$ cat config.mk
export PLATFORM = sky130hd
export DESIGN_NAME = raycast_wall_column_texturer_core_flat
export DESIGN_NICKNAME = d
export VERILOG_FILES = /design/src/rtl/rwct_pkg.sv /design/src/rtl/rwct_if.sv /design/src/rtl/rwct_div.sv /design/src/rtl/rwct_front.sv /design/src/rtl/rwct_queue.sv /design/src/rtl/rwct_back.sv /design/src/rtl/raycast_wall_column_texturer_core.sv /design/src/flat_wrapper.sv
export SDC_FILE = /design/constraint.sdc
export NUM_CORES = 2
export LEC_CHECK = 0
export BUFFER_PORTS_ARGS = -buffer_cell sky130_fd_sc_hd__buf_2
export CAP_MARGIN = 10
export CORE_UTILIZATION = 45
export CTS_CLUSTER_SIZE = 24
export DETAILED_ROUTE_END_ITERATION = 10
export GPL_ROUTABILITY_DRIVEN = 0
export RECOVER_POWER = 100
export SYNTH_ARGS = -nofsm -noshare
export SYNTH_HDL_FRONTEND = slang
export SYNTH_SLANG_ARGS = --single-unit
export TNS_END_PERCENT = 100
$ cat constraint.sdc
create_clock -name clk_i -period 9.9 [get_ports clk_i]
set_input_delay 0.495 -clock clk_i [delete_from_list [all_inputs] [get_ports clk_i]]
set_output_delay 0.495 -clock clk_i [all_outputs]
set_load 0.05 [all_outputs]
$ cat src/rtl/rwct_pkg.sv
// Shared widths, codes and types of the raycast wall column texturer.
// Used by the channel interfaces and every module of the block but the queue.
`default_nettype none

package rwct_pkg;

  localparam int MAX_IMAGE_HEIGHT = 64;
  localparam int FRAC_BITS_DEFAULT = 16;
  localparam int QUEUE_DEPTH = 2;

  localparam int COL_W = 12;
  localparam int DIST_W = 16;
  localparam int WFRAC_W = 16;
  localparam int OFF_W = 8;
  localparam int H_W = 7;
  localparam int ROW_W = 6;
  localparam int TEX_W = 11;
  localparam int TCOL_W = 10;
  localparam int IDX_W = 20;
  localparam int HALF_W = 14;
  localparam int DVS_W = 17;
  localparam int SPOS_W = 16;
  localparam int NEG_W = 14;

  localparam int CFG_IDX_W = 2;
  localparam int CFG_DATA_W = TEX_W;

  localparam logic [CFG_IDX_W-1:0] CFG_IMAGE_HEIGHT = 2'd0;
  localparam logic [CFG_IDX_W-1:0] CFG_TEXTURE_WIDTH = 2'd1;
  localparam logic [CFG_IDX_W-1:0] CFG_TEXTURE_HEIGHT = 2'd2;

  localparam logic [H_W-1:0] RST_IMAGE_HEIGHT = 7'd64;
  localparam logic [TEX_W-1:0] RST_TEXTURE_WIDTH = 11'd64;
  localparam logic [TEX_W-1:0] RST_TEXTURE_HEIGHT = 11'd64;
  localparam logic [TEX_W-1:0] MAX_TEXTURE_DIM = 11'd1024;

  typedef enum logic [2:0] {
    TEX_DOOR_FACE = 3'd0,
    TEX_DOOR_SIDE = 3'd1,
    TEX_SOUTH     = 3'd2,
    TEX_NORTH     = 3'd3,
    TEX_EAST      = 3'd4,
    TEX_WEST      = 3'd5
  } rwct_tex_e;

  typedef struct packed {
    logic [H_W-1:0]   h;
    logic [TEX_W-1:0] tw;
    logic [TEX_W-1:0] th;
  } rwct_cfg_t;

  typedef struct packed {
    logic [COL_W-1:0]  column;
    logic [H_W-1:0]    start_row;
    logic [H_W-1:0]    end_row;
    rwct_tex_e         tex_id;
    logic [IDX_W-1:0]  base;
    logic [TCOL_W-1:0] th_m1;
  } rwct_col_t;

endpackage

`default_nettype wire

$ cat src/rtl/rwct_if.sv
// Valid/ready channel interfaces: ray hits in, textured pixels out.
// Depends on rwct_pkg for field widths.
`default_nettype none

interface rwct_hit_if;
  import rwct_pkg::*;
  logic                valid;
  logic                ready;
  logic [COL_W-1:0]    screen_column;
  logic [DIST_W-1:0]   wall_distance;
  logic [WFRAC_W-1:0]  wall_fraction;
  logic                hit_vertical;
  logic signed [1:0]   step_dir_x;
  logic signed [1:0]   step_dir_y;
  logic                hit_cell_is_door;
  logic                faced_cell_is_door;
  logic signed [OFF_W-1:0] view_offset;

  modport source (
    output valid, screen_column, wall_distance, wall_fraction, hit_vertical,
           step_dir_x, step_dir_y, hit_cell_is_door, faced_cell_is_door, view_offset,
    input  ready
  );
  modport sink (
    input  valid, screen_column, wall_distance, wall_fraction, hit_vertical,
           step_dir_x, step_dir_y, hit_cell_is_door, faced_cell_is_door, view_offset,
    output ready
  );
endinterface

interface rwct_pix_if;
  import rwct_pkg::*;
  logic               valid;
  logic               ready;
  logic [COL_W-1:0]   out_column;
  logic [ROW_W-1:0]   screen_row;
  logic [2:0]         texture_id;
  logic [IDX_W-1:0]   texel_index;
  logic               last;

  modport source (
    output valid, out_column, screen_row, texture_id, texel_index, last,
    input  ready
  );
  modport sink (
    input  valid, out_column, screen_row, texture_id, texel_index, last,
    output ready
  );
endinterface

`default_nettype wire

$ cat src/rtl/rwct_div.sv
// Radix-2 restoring divider, one quotient bit per cycle.
// Shared by the front end for half-height and texel step; uses rwct_pkg.
`default_nettype none

module rwct_div #(
  parameter int DW = rwct_pkg::FRAC_BITS_DEFAULT + rwct_pkg::TEX_W
) (
  input  logic                          clk_i,
  input  logic                          rst_ni,
  input  logic                          start_i,
  input  logic [DW-1:0]                 dividend_i,
  input  logic [rwct_pkg::DVS_W-1:0]    divisor_i,
  output logic                          done_o,
  output logic [DW-1:0]                 quotient_o
);
  import rwct_pkg::*;

  localparam int CNT_W = $clog2(DW + 1);

  logic             busy_q;
  logic             done_q;
  logic [CNT_W-1:0] cnt_q;
  logic [DVS_W-1:0] rem_q;
  logic [DVS_W-1:0] dvs_q;
  logic [DW-1:0]    quo_q;
  logic [DVS_W:0]   shifted;
  logic [DVS_W:0]   diff;
  logic             fits;

  assign shifted = {rem_q, quo_q[DW-1]};
  assign diff    = shifted - {1'b0, dvs_q};
  assign fits    = shifted >= {1'b0, dvs_q};

  always_ff @(posedge clk_i or negedge rst_ni) begin
    if (!rst_ni) begin
      busy_q <= 1'b0;
      done_q <= 1'b0;
      cnt_q  <= '0;
    end else begin
      done_q <= 1'b0;
      if (start_i) begin
        busy_q <= 1'b1;
        cnt_q  <= CNT_W'(DW);
      end else if (busy_q) begin
        cnt_q <= cnt_q - CNT_W'(1);
        if (cnt_q == CNT_W'(1)) begin
          busy_q <= 1'b0;
          done_q <= 1'b1;
        end
      end
    end
  end

  always_ff @(posedge clk_i) begin
    if (start_i) begin
      rem_q <= '0;
      dvs_q <= divisor_i;
      quo_q <= dividend_i;
    end else if (busy_q) begin
      rem_q <= fits ? diff[DVS_W-1:0] : shifted[DVS_W-1:0];
      quo_q <= {quo_q[DW-2:0], fits};
    end
  end

  assign done_o     = done_q;
  assign quotient_o = quo_q;

endmodule

`default_nettype wire

$ cat src/rtl/rwct_front.sv
// Front end: takes one ray hit, picks the texture, derives half-height,
// texel step, row range, accumulator preload and texel column base.
// Depends on rwct_pkg, rwct_if and rwct_div.
`default_nettype none

module rwct_front #(
  parameter int FRACTION_BITS = rwct_pkg::FRAC_BITS_DEFAULT
) (
  input  logic                                       clk_i,
  input  logic                                       rst_ni,
  rwct_hit_if.sink                                   hit,
  input  rwct_pkg::rwct_cfg_t                        cfg_i,
  input  logic                                       full_i,
  output logic                                       push_o,
  output rwct_pkg::rwct_col_t                        col_o,
  output logic [FRACTION_BITS+rwct_pkg::TEX_W-1:0]   acc_o,
  output logic [FRACTION_BITS+rwct_pkg::TEX_W-1:0]   step_o
);
  import rwct_pkg::*;

  localparam int ACC_W = FRACTION_BITS + TEX_W;
  localparam int PA_W = NEG_W + ACC_W;

  localparam logic [2:0] S_IDLE  = 3'd0;
  localparam logic [2:0] S_DIV1  = 3'd1;
  localparam logic [2:0] S_RANGE = 3'd2;
  localparam logic [2:0] S_DIV2  = 3'd3;
  localparam logic [2:0] S_MULA  = 3'd4;
  localparam logic [2:0] S_MULC  = 3'd5;
  localparam logic [2:0] S_MULB  = 3'd6;
  localparam logic [2:0] S_PUSH  = 3'd7;

  logic [2:0] state_q, state_d;

  logic [COL_W-1:0]        col_q;
  logic [WFRAC_W:0]        f_q;
  rwct_tex_e               tex_q;
  logic signed [OFF_W-1:0] off_q;
  logic [H_W-1:0]          h_q;
  logic [TEX_W-1:0]        tw_q;
  logic [TEX_W-1:0]        th_q;
  logic [HALF_W-1:0]       half_q;
  logic signed [SPOS_W-1:0] start_q;
  logic [H_W-1:0]          end_q;
  logic [ACC_W-1:0]        step_q;
  logic [ACC_W-1:0]        acc_q;
  logic [TCOL_W-1:0]       tcol_q;
  logic [IDX_W-1:0]        base_q;

  rwct_tex_e         tex_c;
  logic              mirror;
  logic [DIST_W-1:0] dist_fix;
  logic [WFRAC_W:0]  f_c;

  logic              div_start;
  logic              div_done;
  logic [ACC_W-1:0]  div_dividend;
  logic [DVS_W-1:0]  div_divisor;
  logic [ACC_W-1:0]  div_quo;

  logic signed [SPOS_W-1:0] h_s, half_s, off_s, start_s, end_s;
  logic [H_W-1:0]    end_c;
  logic [SPOS_W-1:0] neg_full;
  logic [PA_W-1:0]   prod_a;
  logic [ACC_W-1:0]  acc_c;
  logic [27:0]       prod_c;
  logic [TEX_W-1:0]  tw_m1;
  logic [TEX_W-1:0]  th_m1;
  logic [20:0]       prod_b;
  logic              keep;
  logic              accept;

  assign hit.ready = (state_q == S_IDLE);
  assign accept    = hit.valid && (state_q == S_IDLE);

  always_comb begin
    priority if (hit.hit_cell_is_door) tex_c = TEX_DOOR_FACE;
    else if (hit.faced_cell_is_door)   tex_c = TEX_DOOR_SIDE;
    else if (!hit.hit_vertical)        tex_c = hit.step_dir_y[1] ? TEX_NORTH : TEX_SOUTH;
    else                               tex_c = hit.step_dir_x[1] ? TEX_WEST : TEX_EAST;
  end

  assign mirror = !hit.hit_cell_is_door &&
                  ((hit.hit_vertical && hit.step_dir_x[1]) ||
                   (!hit.hit_vertical && (hit.step_dir_y == 2'sb01)));
  assign f_c      = mirror ? (17'h10000 - {1'b0, hit.wall_fraction})
                           : {1'b0, hit.wall_fraction};
  assign dist_fix = (hit.wall_distance == '0) ? DIST_W'(1) : hit.wall_distance;

  assign div_dividend = (state_q == S_IDLE)
                      ? {{(ACC_W-H_W-8){1'b0}}, cfg_i.h, 8'd0}
                      : {th_q, {FRACTION_BITS{1'b0}}};
  assign div_divisor  = (state_q == S_IDLE)
                      ? {dist_fix, 1'b0}
                      : {2'd0, half_q, 1'b0};

  rwct_div #(.DW(ACC_W)) u_div (
    .clk_i      (clk_i),
    .rst_ni     (rst_ni),
    .start_i    (div_start),
    .dividend_i (div_dividend),
    .divisor_i  (div_divisor),
    .done_o     (div_done),
    .quotient_o (div_quo)
  );

  assign h_s     = $signed({9'd0, h_q});
  assign half_s  = $signed({2'd0, half_q});
  assign off_s   = {{(SPOS_W-OFF_W){off_q[OFF_W-1]}}, off_q};
  assign start_s = h_s - half_s - off_s;
  assign end_s   = h_s + half_s - off_s;

  always_comb begin
    priority if (end_s < 0) end_c = '0;
    else if (end_s > h_s)   end_c = h_q;
    else                    end_c = end_s[H_W-1:0];
  end

  assign neg_full = -start_q;
  assign prod_a   = PA_W'(neg_full[NEG_W-1:0]) * PA_W'(step_q);
  assign acc_c    = (|prod_a[PA_W-1:ACC_W]) ? '1 : prod_a[ACC_W-1:0];

  assign tw_m1  = tw_q - TEX_W'(1);
  assign th_m1  = th_q - TEX_W'(1);
  assign prod_c = 28'(f_q) * 28'(tw_q);
  assign prod_b = 21'(tcol_q) * 21'(th_q);
  assign keep   = start_q[SPOS_W-1] ? (end_q != '0)
                                    : (start_q < $signed({9'd0, end_q}));

  always_comb begin
    state_d   = state_q;
    div_start = 1'b0;
    push_o    = 1'b0;
    unique case (state_q)
      S_IDLE: begin
        if (hit.valid) begin
          div_start = 1'b1;
          state_d   = S_DIV1;
        end
      end
      S_DIV1: begin
        if (div_done) state_d = S_RANGE;
      end
      S_RANGE: begin
        if (half_q != '0) begin
          div_start = 1'b1;
          state_d   = S_DIV2;
        end else begin
          state_d = S_MULA;
        end
      end
      S_DIV2: begin
        if (div_done) state_d = S_MULA;
      end
      S_MULA: state_d = S_MULC;
      S_MULC: state_d = S_MULB;
      S_MULB: state_d = S_PUSH;
      S_PUSH: begin
        if (!keep) begin
          state_d = S_IDLE;
        end else if (!full_i) begin
          push_o  = 1'b1;
          state_d = S_IDLE;
        end
      end
      default: state_d = S_IDLE;
    endcase
  end

  always_ff @(posedge clk_i or negedge rst_ni) begin
    if (!rst_ni) begin
      state_q <= S_IDLE;
    end else begin
      state_q <= state_d;
    end
  end

  always_ff @(posedge clk_i) begin
    if (accept) begin
      col_q <= hit.screen_column;
      f_q   <= f_c;
      tex_q <= tex_c;
      off_q <= hit.view_offset;
      h_q   <= cfg_i.h;
      tw_q  <= cfg_i.tw;
      th_q  <= cfg_i.th;
    end
    if (state_q == S_DIV1 && div_done) half_q <= div_quo[HALF_W-1:0];
    if (state_q == S_RANGE) begin
      start_q <= start_s;
      end_q   <= end_c;
      if (half_q == '0) step_q <= '0;
    end
    if (state_q == S_DIV2 && div_done) step_q <= div_quo;
    if (state_q == S_MULA) acc_q <= start_q[SPOS_W-1] ? acc_c : '0;
    if (state_q == S_MULC) begin
      tcol_q <= (prod_c[27:16] > {1'b0, tw_m1}) ? tw_m1[TCOL_W-1:0] : prod_c[25:16];
    end
    if (state_q == S_MULB) base_q <= prod_b[IDX_W-1:0];
  end

  always_comb begin
    col_o.column    = col_q;
    col_o.start_row = start_q[SPOS_W-1] ? '0 : start_q[H_W-1:0];
    col_o.end_row   = end_q;
    col_o.tex_id    = tex_q;
    col_o.base      = base_q;
    col_o.th_m1     = th_m1[TCOL_W-1:0];
  end

  assign acc_o  = acc_q;
  assign step_o = step_q;

endmodule

`default_nettype wire

$ cat src/rtl/rwct_queue.sv
// Small register FIFO of column descriptors between front and back end.
// Depends on nothing but its parameters.
`default_nettype none

module rwct_queue #(
  parameter int WIDTH = 8,
  parameter int DEPTH = 2
) (
  input  logic             clk_i,
  input  logic             rst_ni,
  input  logic             push_i,
  input  logic [WIDTH-1:0] data_i,
  output logic             full_o,
  input  logic             pop_i,
  output logic [WIDTH-1:0] data_o,
  output logic             empty_o
);

  localparam int PTR_W = (DEPTH > 1) ? $clog2(DEPTH) : 1;
  localparam int CNT_W = $clog2(DEPTH + 1);

  logic [WIDTH-1:0] mem_q [DEPTH];
  logic [PTR_W-1:0] wptr_q, rptr_q;
  logic [CNT_W-1:0] cnt_q;

  assign full_o  = (cnt_q == CNT_W'(DEPTH));
  assign empty_o = (cnt_q == '0);
  assign data_o  = mem_q[rptr_q];

  always_ff @(posedge clk_i or negedge rst_ni) begin
    if (!rst_ni) begin
      wptr_q <= '0;
      rptr_q <= '0;
      cnt_q  <= '0;
    end else begin
      if (push_i) wptr_q <= (wptr_q == PTR_W'(DEPTH - 1)) ? '0 : wptr_q + PTR_W'(1);
      if (pop_i)  rptr_q <= (rptr_q == PTR_W'(DEPTH - 1)) ? '0 : rptr_q + PTR_W'(1);
      if (push_i && !pop_i)      cnt_q <= cnt_q + CNT_W'(1);
      else if (pop_i && !push_i) cnt_q <= cnt_q - CNT_W'(1);
    end
  end

  always_ff @(posedge clk_i) begin
    if (push_i) mem_q[wptr_q] <= data_i;
  end

endmodule

`default_nettype wire

$ cat src/rtl/rwct_back.sv
// Back end: walks the row range of one column, one pixel a cycle unless the
// output stalls, into a registered output. Depends on rwct_pkg and rwct_if.
`default_nettype none

module rwct_back #(
  parameter int FRACTION_BITS = rwct_pkg::FRAC_BITS_DEFAULT
) (
  input  logic                                       clk_i,
  input  logic                                       rst_ni,
  input  logic                                       empty_i,
  output logic                                       pop_o,
  input  rwct_pkg::rwct_col_t                        col_i,
  input  logic [FRACTION_BITS+rwct_pkg::TEX_W-1:0]   acc_i,
  input  logic [FRACTION_BITS+rwct_pkg::TEX_W-1:0]   step_i,
  rwct_pix_if.source                                 pix
);
  import rwct_pkg::*;

  localparam int ACC_W = FRACTION_BITS + TEX_W;
  localparam logic [ACC_W:0] BIAS = (ACC_W+1)'((64'd33 << FRACTION_BITS) >> 16);

  logic              active_q;
  logic              out_valid_q;
  logic [H_W-1:0]    cur_q;
  logic [H_W-1:0]    end_q;
  logic [ACC_W-1:0]  acc_q;
  logic [ACC_W-1:0]  step_q;
  logic [IDX_W-1:0]  base_q;
  logic [TCOL_W-1:0] thm1_q;
  logic [COL_W-1:0]  col_q;
  rwct_tex_e         tex_q;

  logic [COL_W-1:0]  o_col_q;
  logic [ROW_W-1:0]  o_row_q;
  rwct_tex_e         o_tex_q;
  logic [IDX_W-1:0]  o_idx_q;
  logic              o_last_q;

  logic              emit;
  logic              last_c;
  logic [ACC_W:0]    biased;
  logic [TEX_W:0]    row_raw;
  logic [TCOL_W-1:0] row_c;
  logic [ACC_W:0]    acc_sum;
  logic [ACC_W-1:0]  acc_next;

  assign pop_o  = !active_q && !empty_i;
  assign emit   = active_q && (!out_valid_q || pix.ready);
  assign last_c = (cur_q + H_W'(1)) == end_q;

  assign biased   = {1'b0, acc_q} + BIAS;
  assign row_raw  = biased[ACC_W:FRACTION_BITS];
  assign row_c    = (row_raw > (TEX_W+1)'(thm1_q)) ? thm1_q : row_raw[TCOL_W-1:0];
  assign acc_sum  = {1'b0, acc_q} + {1'b0, step_q};
  assign acc_next = acc_sum[ACC_W] ? '1 : acc_sum[ACC_W-1:0];

  always_ff @(posedge clk_i or negedge rst_ni) begin
    if (!rst_ni) begin
      active_q    <= 1'b0;
      out_valid_q <= 1'b0;
      cur_q       <= '0;
      end_q       <= '0;
    end else begin
      if (pop_o) begin
        active_q <= 1'b1;
        cur_q    <= col_i.start_row;
        end_q    <= col_i.end_row;
      end else if (emit) begin
        cur_q <= cur_q + H_W'(1);
        if (last_c) active_q <= 1'b0;
      end
      if (emit)           out_valid_q <= 1'b1;
      else if (pix.ready) out_valid_q <= 1'b0;
    end
  end

  always_ff @(posedge clk_i) begin
    if (pop_o) begin
      acc_q  <= acc_i;
      step_q <= step_i;
      base_q <= col_i.base;
      thm1_q <= col_i.th_m1;
      col_q  <= col_i.column;
      tex_q  <= col_i.tex_id;
    end else if (emit) begin
      acc_q <= acc_next;
    end
    if (emit) begin
      o_col_q  <= col_q;
      o_row_q  <= cur_q[ROW_W-1:0];
      o_tex_q  <= tex_q;
      o_idx_q  <= base_q + IDX_W'(row_c);
      o_last_q <= last_c;
    end
  end

  assign pix.valid       = out_valid_q;
  assign pix.out_column  = o_col_q;
  assign pix.screen_row  = o_row_q;
  assign pix.texture_id  = o_tex_q;
  assign pix.texel_index = o_idx_q;
  assign pix.last        = o_last_q;

  a_pop_when_idle: assert property (@(posedge clk_i) disable iff (!rst_ni)
    pop_o |-> !active_q)
    else $error("column loaded while another is in progress");

  a_row_in_range: assert property (@(posedge clk_i) disable iff (!rst_ni)
    active_q |-> (cur_q < end_q))
    else $error("row counter left the column range");

  a_last_ends: assert property (@(posedge clk_i) disable iff (!rst_ni)
    (emit && last_c) |=> (!active_q && out_valid_q && o_last_q))
    else $error("last row did not close the column");

  a_emit_shows: assert property (@(posedge clk_i) disable iff (!rst_ni)
    emit |=> (out_valid_q && (o_row_q == $past(cur_q[ROW_W-1:0]))))
    else $error("emitted row not presented");

endmodule

`default_nettype wire

$ cat src/rtl/raycast_wall_column_texturer_core.sv
// Top level of the raycast wall column texturer: configuration registers,
// front end, descriptor queue and back end. Depends on rwct_pkg, rwct_if,
// rwct_front, rwct_queue and rwct_back.
//
// One ray hit in, one pixel result per visible screen row out. The front end
// runs up to two serial divisions on one shared one-bit-per-cycle divider
// (half height, then texel step, which is skipped for a zero half-height)
// and three multiply steps, and takes no new hit until it has finished the
// last. The back end emits one row per cycle while the output is not
// stalled, after loading the column from the queue. A two-entry queue lets
// the two run concurrently. Columns with an empty row range produce no
// result. Configuration writes take effect for hits accepted afterward.
`default_nettype none

module raycast_wall_column_texturer_core #(
  parameter int FRACTION_BITS = rwct_pkg::FRAC_BITS_DEFAULT
) (
  input  logic                              clk_i,
  input  logic                              rst_ni,
  input  logic                              cfg_we_i,
  input  logic [rwct_pkg::CFG_IDX_W-1:0]    cfg_idx_i,
  input  logic [rwct_pkg::CFG_DATA_W-1:0]   cfg_data_i,
  rwct_hit_if.sink                          hit_i,
  rwct_pix_if.source                        pix_o
);
  import rwct_pkg::*;

  localparam int ACC_W = FRACTION_BITS + TEX_W;
  localparam int QW = $bits(rwct_col_t) + 2 * ACC_W;

  logic [H_W-1:0]   cfg_h_q;
  logic [TEX_W-1:0] cfg_tw_q;
  logic [TEX_W-1:0] cfg_th_q;
  rwct_cfg_t        cfg;

  logic             push;
  logic             full;
  logic             pop;
  logic             empty;
  rwct_col_t        f_col;
  rwct_col_t        b_col;
  logic [ACC_W-1:0] f_acc, f_step, b_acc, b_step;
  logic [QW-1:0]    q_wdata, q_rdata;

  always_ff @(posedge clk_i or negedge rst_ni) begin
    if (!rst_ni) begin
      cfg_h_q  <= RST_IMAGE_HEIGHT;
      cfg_tw_q <= RST_TEXTURE_WIDTH;
      cfg_th_q <= RST_TEXTURE_HEIGHT;
    end else if (cfg_we_i) begin
      unique case (cfg_idx_i)
        CFG_IMAGE_HEIGHT:   cfg_h_q  <= cfg_data_i[H_W-1:0];
        CFG_TEXTURE_WIDTH:  cfg_tw_q <= cfg_data_i;
        CFG_TEXTURE_HEIGHT: cfg_th_q <= cfg_data_i;
        default: ;
      endcase
    end
  end

  always_comb begin
    priority if (cfg_h_q == '0)               cfg.h = H_W'(1);
    else if (cfg_h_q > H_W'(MAX_IMAGE_HEIGHT)) cfg.h = H_W'(MAX_IMAGE_HEIGHT);
    else                                       cfg.h = cfg_h_q;
    priority if (cfg_tw_q == '0)        cfg.tw = TEX_W'(1);
    else if (cfg_tw_q > MAX_TEXTURE_DIM) cfg.tw = MAX_TEXTURE_DIM;
    else                                 cfg.tw = cfg_tw_q;
    priority if (cfg_th_q == '0)        cfg.th = TEX_W'(1);
    else if (cfg_th_q > MAX_TEXTURE_DIM) cfg.th = MAX_TEXTURE_DIM;
    else                                 cfg.th = cfg_th_q;
  end

  rwct_front #(.FRACTION_BITS(FRACTION_BITS)) u_front (
    .clk_i  (clk_i),
    .rst_ni (rst_ni),
    .hit    (hit_i),
    .cfg_i  (cfg),
    .full_i (full),
    .push_o (push),
    .col_o  (f_col),
    .acc_o  (f_acc),
    .step_o (f_step)
  );

  assign q_wdata = {f_col, f_acc, f_step};

  rwct_queue #(.WIDTH(QW), .DEPTH(QUEUE_DEPTH)) u_queue (
    .clk_i   (clk_i),
    .rst_ni  (rst_ni),
    .push_i  (push),
    .data_i  (q_wdata),
    .full_o  (full),
    .pop_i   (pop),
    .data_o  (q_rdata),
    .empty_o (empty)
  );

  assign {b_col, b_acc, b_step} = q_rdata;

  rwct_back #(.FRACTION_BITS(FRACTION_BITS)) u_back (
    .clk_i   (clk_i),
    .rst_ni  (rst_ni),
    .empty_i (empty),
    .pop_o   (pop),
    .col_i   (b_col),
    .acc_i   (b_acc),
    .step_i  (b_step),
    .pix     (pix_o)
  );

endmodule

`default_nettype wire

$ cat src/flat_wrapper.sv
// flat-port wrapper written by rule: the top's interface ports become plain ports
module raycast_wall_column_texturer_core_flat import rwct_pkg::*;
#(
  parameter int FRACTION_BITS = rwct_pkg::FRAC_BITS_DEFAULT
)
  (clk_i, rst_ni, cfg_we_i, cfg_idx_i, cfg_data_i, hit_i_valid, hit_i_screen_column, hit_i_wall_distance, hit_i_wall_fraction, hit_i_hit_vertical, hit_i_step_dir_x, hit_i_step_dir_y, hit_i_hit_cell_is_door, hit_i_faced_cell_is_door, hit_i_view_offset, hit_i_ready, pix_o_valid, pix_o_out_column, pix_o_screen_row, pix_o_texture_id, pix_o_texel_index, pix_o_last, pix_o_ready);
  rwct_hit_if hit_i_i ();
  rwct_pix_if pix_o_i ();
  input  logic clk_i;
  input  logic rst_ni;
  input  logic cfg_we_i;
  input  logic [rwct_pkg::CFG_IDX_W-1:0] cfg_idx_i;
  input  logic [rwct_pkg::CFG_DATA_W-1:0] cfg_data_i;
  input wire logic [$bits(hit_i_i.valid)-1:0] hit_i_valid;
  input wire logic [$bits(hit_i_i.screen_column)-1:0] hit_i_screen_column;
  input wire logic [$bits(hit_i_i.wall_distance)-1:0] hit_i_wall_distance;
  input wire logic [$bits(hit_i_i.wall_fraction)-1:0] hit_i_wall_fraction;
  input wire logic [$bits(hit_i_i.hit_vertical)-1:0] hit_i_hit_vertical;
  input wire logic [$bits(hit_i_i.step_dir_x)-1:0] hit_i_step_dir_x;
  input wire logic [$bits(hit_i_i.step_dir_y)-1:0] hit_i_step_dir_y;
  input wire logic [$bits(hit_i_i.hit_cell_is_door)-1:0] hit_i_hit_cell_is_door;
  input wire logic [$bits(hit_i_i.faced_cell_is_door)-1:0] hit_i_faced_cell_is_door;
  input wire logic [$bits(hit_i_i.view_offset)-1:0] hit_i_view_offset;
  output wire logic [$bits(hit_i_i.ready)-1:0] hit_i_ready;
  output wire logic [$bits(pix_o_i.valid)-1:0] pix_o_valid;
  output wire logic [$bits(pix_o_i.out_column)-1:0] pix_o_out_column;
  output wire logic [$bits(pix_o_i.screen_row)-1:0] pix_o_screen_row;
  output wire logic [$bits(pix_o_i.texture_id)-1:0] pix_o_texture_id;
  output wire logic [$bits(pix_o_i.texel_index)-1:0] pix_o_texel_index;
  output wire logic [$bits(pix_o_i.last)-1:0] pix_o_last;
  input wire logic [$bits(pix_o_i.ready)-1:0] pix_o_ready;
  assign hit_i_i.valid = hit_i_valid;
  assign hit_i_i.screen_column = hit_i_screen_column;
  assign hit_i_i.wall_distance = hit_i_wall_distance;
  assign hit_i_i.wall_fraction = hit_i_wall_fraction;
  assign hit_i_i.hit_vertical = hit_i_hit_vertical;
  assign hit_i_i.step_dir_x = hit_i_step_dir_x;
  assign hit_i_i.step_dir_y = hit_i_step_dir_y;
  assign hit_i_i.hit_cell_is_door = hit_i_hit_cell_is_door;
  assign hit_i_i.faced_cell_is_door = hit_i_faced_cell_is_door;
  assign hit_i_i.view_offset = hit_i_view_offset;
  assign hit_i_ready = hit_i_i.ready;
  assign pix_o_valid = pix_o_i.valid;
  assign pix_o_out_column = pix_o_i.out_column;
  assign pix_o_screen_row = pix_o_i.screen_row;
  assign pix_o_texture_id = pix_o_i.texture_id;
  assign pix_o_texel_index = pix_o_i.texel_index;
  assign pix_o_last = pix_o_i.last;
  assign pix_o_i.ready = pix_o_ready;
  raycast_wall_column_texturer_core #(.FRACTION_BITS(FRACTION_BITS)) u_core (.clk_i(clk_i), .rst_ni(rst_ni), .cfg_we_i(cfg_we_i), .cfg_idx_i(cfg_idx_i), .cfg_data_i(cfg_data_i), .hit_i(hit_i_i), .pix_o(pix_o_i));
endmodule
# ---- Word level (Yosys, flattened, before mapping)
# Memories as Yosys holds them, arrays and structs flattened.
# Cells that the tools add are included.
dict set report totals {
  regBits 451
  mem_bits_rw 226
  input_bits 77
  wordCells 204
  memories 1
}
# name words word_bits read_ports rd_ports_with_merged_regs wr line_no
set memory_table {}
lappend memory_table {u_core.u_queue.mem_q 2 113 1 0 1 rwct_queue.sv:22} ;# logic [WIDTH-1:0] mem_q [DEPTH];
dict set report classes {
  add_sub_neg 18
  multipliers 3
  order_cmp 9
  n_eq_ne 17
  mux 61
  n_bitwise 1
  reduce_logical 47
}
# cell n
set op_table {}
lappend op_table {{$mux W27} 10}
lappend op_table {{$mux W7} 6}
lappend op_table {{$mul A14 B27 Y41} 1}
lappend op_table {{$add A27 B27 Y28} 1}
lappend op_table {{$add A27 B6 Y28 const B} 1}
lappend op_table {{$mul A17 B11 Y28} 1}
lappend op_table {{$mux W1} 24}
lappend op_table {{$pmux W3 S8} 1}
lappend op_table {{$gt A11 B11 Y1 const B} 2}
lappend op_table {{$logic_not A11 Y1} 2}
lappend op_table {{$mux W11} 2}
lappend op_table {{$mux W3} 7}
lappend op_table {{$add A20 B10 Y20} 1}
lappend op_table {{$mul A10 B11 Y20} 1}
lappend op_table {{$mux W10} 2}
lappend op_table {{$ge A18 B17 Y1} 1}
lappend op_table {{$mux W17} 1}
lappend op_table {{$sub A17 B16 Y17 const A} 1}
lappend op_table {{$sub A17 B17 Y17} 1}
lappend op_table {{$gt A16 B8 Y1} 1}
lappend op_table {{$logic_not A16 Y1} 1}
lappend op_table {{$lt A16 B1 Y1 const B} 1}
lappend op_table {{$lt A16 B8 Y1} 1}
lappend op_table {{$mux W16} 1}
lappend op_table {{45 further kinds} 85}

# ---- Longest topological paths before layout
dict set report depth {
  depth_word 8
  ltp_mapped 34
}

# ---- Modules after synthesis
# From an unflattened synthesis, not the netlist that was laid out.
dict set report unflattened {
  cells_unflattened 4780
  area_unflattened_um2 53317.4
}
# module n_inst cells_per_inst area_each_um2
set modules_own_cells {}
lappend modules_own_cells {rwct_front 1 3336 31547.8}
lappend modules_own_cells {rwct_queue 1 368 8589.5}
lappend modules_own_cells {rwct_back 1 635 8026.4}
lappend modules_own_cells {rwct_div 1 334 3726.1}
lappend modules_own_cells {raycast_wall_column_texturer_core 1 107 1427.6}

# ---- Worst setup path after synthesis
# OpenSTA, ideal clock, no wires.
dict set report synth_path {
  path_type {register -> register}
  startpoint {reg u_core.u_front.start_q[0]}
  endpoint {reg u_core.u_front.acc_q[5], in the netlist u_core.u_front.acc_o[5] (data pin)}
  arrival_ns 8.205
  t_required_ns 9.618
  path_slack_ns 1.412
  path_stages_with_launch 33
  n_path_buf 5
  period_less_slack_ns 8.488
  path_cell_list {edfxtp_1 -> clkbuf_1 -> clkbuf_1 -> inv_1 -> ha_1 -> nand2_1 -> or3_1 -> or3_1 -> nor3_1 -> xnor2_1 -> clkbuf_1 -> nand2_1 -> fa_1 -> inv_1 -> fa_1 -> fa_1 -> fa_1 -> fa_1 -> inv_1 -> fa_1 -> inv_1 -> ha_1 -> buf_4 -> a21o_1 -> a211oi_1 -> or2_0 -> a22oi_1 -> a31oi_1 -> xor2_1 -> o2111ai_1 -> nor4b_4 -> buf_2 -> a31oi_1}
}
dict set report synth_between {
  elab_chain_len 4
}
# item line_no
set synth_lines {}
lappend synth_lines {{start, declared} rwct_front.sv:43} ;# logic signed [SPOS_W-1:0] start_q;
lappend synth_lines {{start signal, assigned} rwct_front.sv:190} ;# start_q <= start_s;
lappend synth_lines {{$neg A14 Y14 (*)} rwct_front.sv:119} ;# assign neg_full = -start_q;
lappend synth_lines {{$mul A14 B27 Y41 (*)} rwct_front.sv:120} ;# assign prod_a = PA_W'(neg_full[NEG_W-1:0]) * PA_W'(step_q);
lappend synth_lines {{$reduce_or A14 Y1} rwct_front.sv:121} ;# assign acc_c = (|prod_a[PA_W-1:ACC_W]) ? '1 : prod_a[ACC_W-1:0];
lappend synth_lines {{$mux W27 (*)} rwct_front.sv:121}
lappend synth_lines {{end signal, assigned} rwct_front.sv:195} ;# if (state_q == S_MULA) acc_q <= start_q[SPOS_W-1] ? acc_c : '0;
lappend synth_lines {{end, declared} rwct_front.sv:46} ;# logic [ACC_W-1:0] acc_q;
# Mark *: on every way between the ends. The rest lies on a longest branch, timed or not.
# A chain may end at the register's enable or synchronous reset.

# ---- Worst setup path after layout
dict set report layout_path {
  startpoint {reg u_core.u_front.start_q[0]}
  endpoint {reg u_core.u_front.acc_q[15], in the netlist u_core.u_front.acc_o[15] (data pin)}
}
# Same word-level chain as after synthesis.

==> results.sh <==
export IMPL_outcome="finished, violations left"
export IMPL_violations="max-capacitance violations, max-slew violations"
export IMPL_setup_viol=0
export IMPL_utilization_pct=49.6
export IMPL_route_vias_total=34011
export IMPL_avgSynthCellArea_um2=11.0
export IMPL_rows=124
export IMPL_io_buffers=119
export IMPL_wl_um=116000
export IMPL_start_util_pct=45.6
export IMPL_reg2reg_to="u_core.u_front.acc_o[15]$_SDFFCE_PN0P_"
export IMPL_ant_nets=0
export IMPL_grt_usage_pct=20.0
export IMPL_h_tree_depth=3
export IMPL_maxSlewViolCount=666
export IMPL_syn_to_final_growth_pct=8.73
export IMPL_pin_count=121
export IMPL_crit_cells=28
export IMPL_r2r_slack_ns=0.69
export IMPL_synth_seq_cells=676
export IMPL_num_antenna_cells=0
export IMPL_rsz0062_at_grt="no"
export IMPL_cts_root_buffer_cell="clkbuf_16"
export IMPL_drc=0
export IMPL_cts_tree="built"
export IMPL_grt_pass1_wl_um=188000
export IMPL_num_nets_final=5768
export IMPL_cp_data_arrival_time_ns=9.55
export IMPL_synth_nets=5711
export IMPL_ys_types=91
export IMPL_seq_area_frac_synth_pct=37.8
export IMPL_cpMaxStageDelayCell="fa_1"
export IMPL_fin_worst_skew_ns=0.0282
export IMPL_drtPass1Iterations=5
export IMPL_clock_sinks=676
export IMPL_reg2regPathDepth=28
export IMPL_relSlewSlack_pct=-185
export IMPL_startpoint="u_core.u_front.start_q[0]$_DFFE_PP_"
export IMPL_grt_max_degree=68
export IMPL_clk_path_buf_depth=3
export IMPL_setup_tns_ns=0
export IMPL_cpLargestDelayFamily="adder cells"
export IMPL_drive_gt1_share_pct=6.92
export IMPL_hold_path_class="input pin to flop"
export IMPL_grt_pass1_vias=34708
export IMPL_path_class="flop to flop"
export IMPL_core_mm2=0.115
export IMPL_dieArea_mm2=0.118
export IMPL_cp_num_buf_inv=5
export IMPL_endpoint_kind="flop"
export IMPL_critPathLaunchType="flop"
export IMPL_gr_total_overflow=0
export IMPL_netlist_area_mm2=0.0525
export IMPL_fin_crit_sh_pct=93.0
export IMPL_fillers=10386
export IMPL_cts_clk_slew_worst_paths_ns=0.06
export IMPL_dr_first_iter_drc_count=1787
export IMPL_hold_violations=0
export IMPL_netlist_instances=4768
export IMPL_dieHeight_um=343
export IMPL_async_flop_share_pct=8.73
export IMPL_synth_edff_count=600
export IMPL_cts_buffers=74
export IMPL_worst_slew_pin_slew_ns=4.28
export IMPL_fp_dieW_um=343
export IMPL_wl_per_cell_um=18.1
export IMPL_antenna_found_initial=3
export IMPL_cp_required_ns=10.24
export IMPL_dp_hpwl_um=85200
export IMPL_vias_per_cell=5.32
export IMPL_r2r_start="u_core.u_front.start_q[0]$_DFFE_PP_"
export IMPL_worstPathMaxFanout=27
export IMPL_crit_path_end="u_core.u_front.acc_o[15]$_SDFFCE_PN0P_"
export IMPL_crit_path_frequent_cell="fa_1"
export IMPL_min_period_ns=9.21
export IMPL_ys_flop_type="edfxtp_1"
export IMPL_clock_fmax_mhz=109
export IMPL_critPathMaxStageDelay_ns=0.54
export IMPL_maxCapViolations=15
export IMPL_yosysWarnings=0
export IMPL_worstSkewPairLatency_ns=0.66
==> worst reg2reg max path: cells and delay by family, from the launching register on <==
kind	cells	cell delay [ns]
AND/OR/NAND/NOR	8	2.09
XOR/XNOR	1	0.43
adder cells (fa/ha/maj)	8	3.76
buffers and inverters	5	0.92
flip-flops	1	0.44
AO/OA/AOI/OAI	6	1.30
==> what timing repair did <==
item	CTS	global route
buffers inserted	0	0
hold buffers	19	0
resized for setup	0	2
hold endpoints to repair	74	0
setup endpoints to repair	0	27
==> kinds of logic after synthesis <==
group | Yosys count | synth area share (%)
and+or+nand+nor | 1367 | 13.0
muxes | 185 | 3.79
DFF | 676 | 37.8
xor gates and xnor gates | 215 | 3.59
buffers and inverters | 848 | 6.15
adders and majority gates | 866 | 27.9
AOI/OAI and AO/OA | 611 | 7.81
==> synth_stat cells (all sizes together) (21+ instances only) <==
| master | count | area share (%) |
|---|---|---|
| inv | 655 | 4.7 |
| edfxtp | 600 | 34 |
| nand2 | 549 | 3.9 |
| fa | 506 | 19 |
| ha | 360 | 8.6 |
| and2 | 341 | 4.1 |
| clkbuf | 172 | 1.2 |
| a21oi | 142 | 1.4 |
| nor2 | 133 | 0.95 |
| xnor2 | 127 | 2.1 |
| o21ai | 121 | 1.2 |
| mux2 | 111 | 2.4 |
| xor2 | 88 | 1.5 |
| mux2i | 74 | 1.4 |
| nor3 | 62 | 0.59 |
| nand3 | 60 | 0.57 |
| nor2b | 59 | 0.70 |
| a21o | 58 | 0.83 |
| dfrtp | 56 | 2.7 |
| a31oi | 52 | 0.62 |
| o21a | 36 | 0.52 |
| and3 | 29 | 0.35 |
| a22oi | 26 | 0.37 |
| nor4 | 26 | 0.32 |
| nand2b | 24 | 0.29 |
| o21bai | 24 | 0.34 |
| nand4 | 21 | 0.25 |
==> layer usage <==
layer / GRT usage [%] / vias to the layer above / part of all wire, %
met5: 0 / - / 0.0086
met4: 4.19 / 2 / 1.7
met3: 2.89 / 147 / 4.2
met2: 32.4 / 630 / 46
met1: 28.7 / 17146 / 48
li1: - / 16086 / -
==> registers in the layout, indices dropped and copies added, names as in the netlist, 17 cells and up <==
register / flops
u_core.u_back.acc_q: 27
u_core.u_back.step_q: 27
u_core.u_back.base_q: 20
u_core.u_front.u_div.rem_q: 17
u_core.u_front.f_q: 17
u_core.u_front.u_div.quotient_o: 27
u_core.u_queue.mem_q: 226
u_core.u_front.step_o: 27
u_core.u_front.acc_o: 27
u_core.u_back.pix.texel_index: 20
u_core.u_front.base_q: 20
==> worst min path at each step <==
stage	start	endpoint	slack (ns)	cells after the start
6_report	hit_i_screen_column[9]	u_core.u_front.col_q[9]$_DFFE_PP_	0.05	1
5_1_grt	hit_i_screen_column[9]	u_core.u_front.col_q[9]$_DFFE_PP_	0.01	1
4_1_cts	hit_i_screen_column[9]	u_core.u_front.col_q[9]$_DFFE_PP_	0.002	1
3_3_place_gp	u_core.u_back.col_q[3]$_DFFE_PP_	u_core.u_back.pix.out_column[3]$_DFFE_PP_	0.40	0
3_5_place_dp	u_core.u_back.col_q[0]$_DFFE_PP_	u_core.u_back.pix.out_column[0]$_DFFE_PP_	0.40	0
2_1_floorplan	rst_ni	u_core.cfg_h_q[0]$_DFFE_PN0P_	0.20	0
==> cells in the final DEF, fill, tap and decap left out, drive strengths merged, types with 24 or more instances in the layout <==
cell type / instances
a21oi: 142
nor2b: 59
clkbuf: 164
nor3: 62
o21a: 36
and3: 29
nor2: 133
nand3: 60
and2: 341
ha: 360
clkinv: 25
dfrtp: 56
xnor2: 127
a22oi: 26
mux2: 111
fa: 506
inv: 658
o21bai: 24
a31oi: 52
mux2i: 74
o21ai: 121
a21o: 58
nand2: 549
edfxtp: 600
nand2b: 24
buf: 85
xor2: 88
nor4: 26
==> layout make-up <==
cell class / instances / area, um2 / area share (%)
clock buffers: 95 / 2020 / 3.55
clock inverters: 41 / 440 / 0.772
multi-input cells: 3244 / 29500 / 51.7
well taps: 1512 / 1890 / 3.32
repair buffers: 173 / 920 / 1.61
flip-flops and latches: 676 / 19800 / 34.8
inverters: 656 / 2460 / 4.32
==> stage by stage <==
stage,cell area (um2),cells,setup WS [ns],hold WS [ns]
2_1_floorplan,52500,4768,1.41,0.199
3_3_place_gp,54600,6242,0.580,0.401
3_5_place_dp,54600,6242,0.400,0.405
4_1_cts,57200,6397,0.427,0.00204
5_1_grt,57000,6397,0.0950,0.00976
6_report,57000,6397,0.695,0.0479
Power is left out: the tool's default activity adds up to more than one toggle a clock period on the data nets, which glitch-free logic cannot reach.
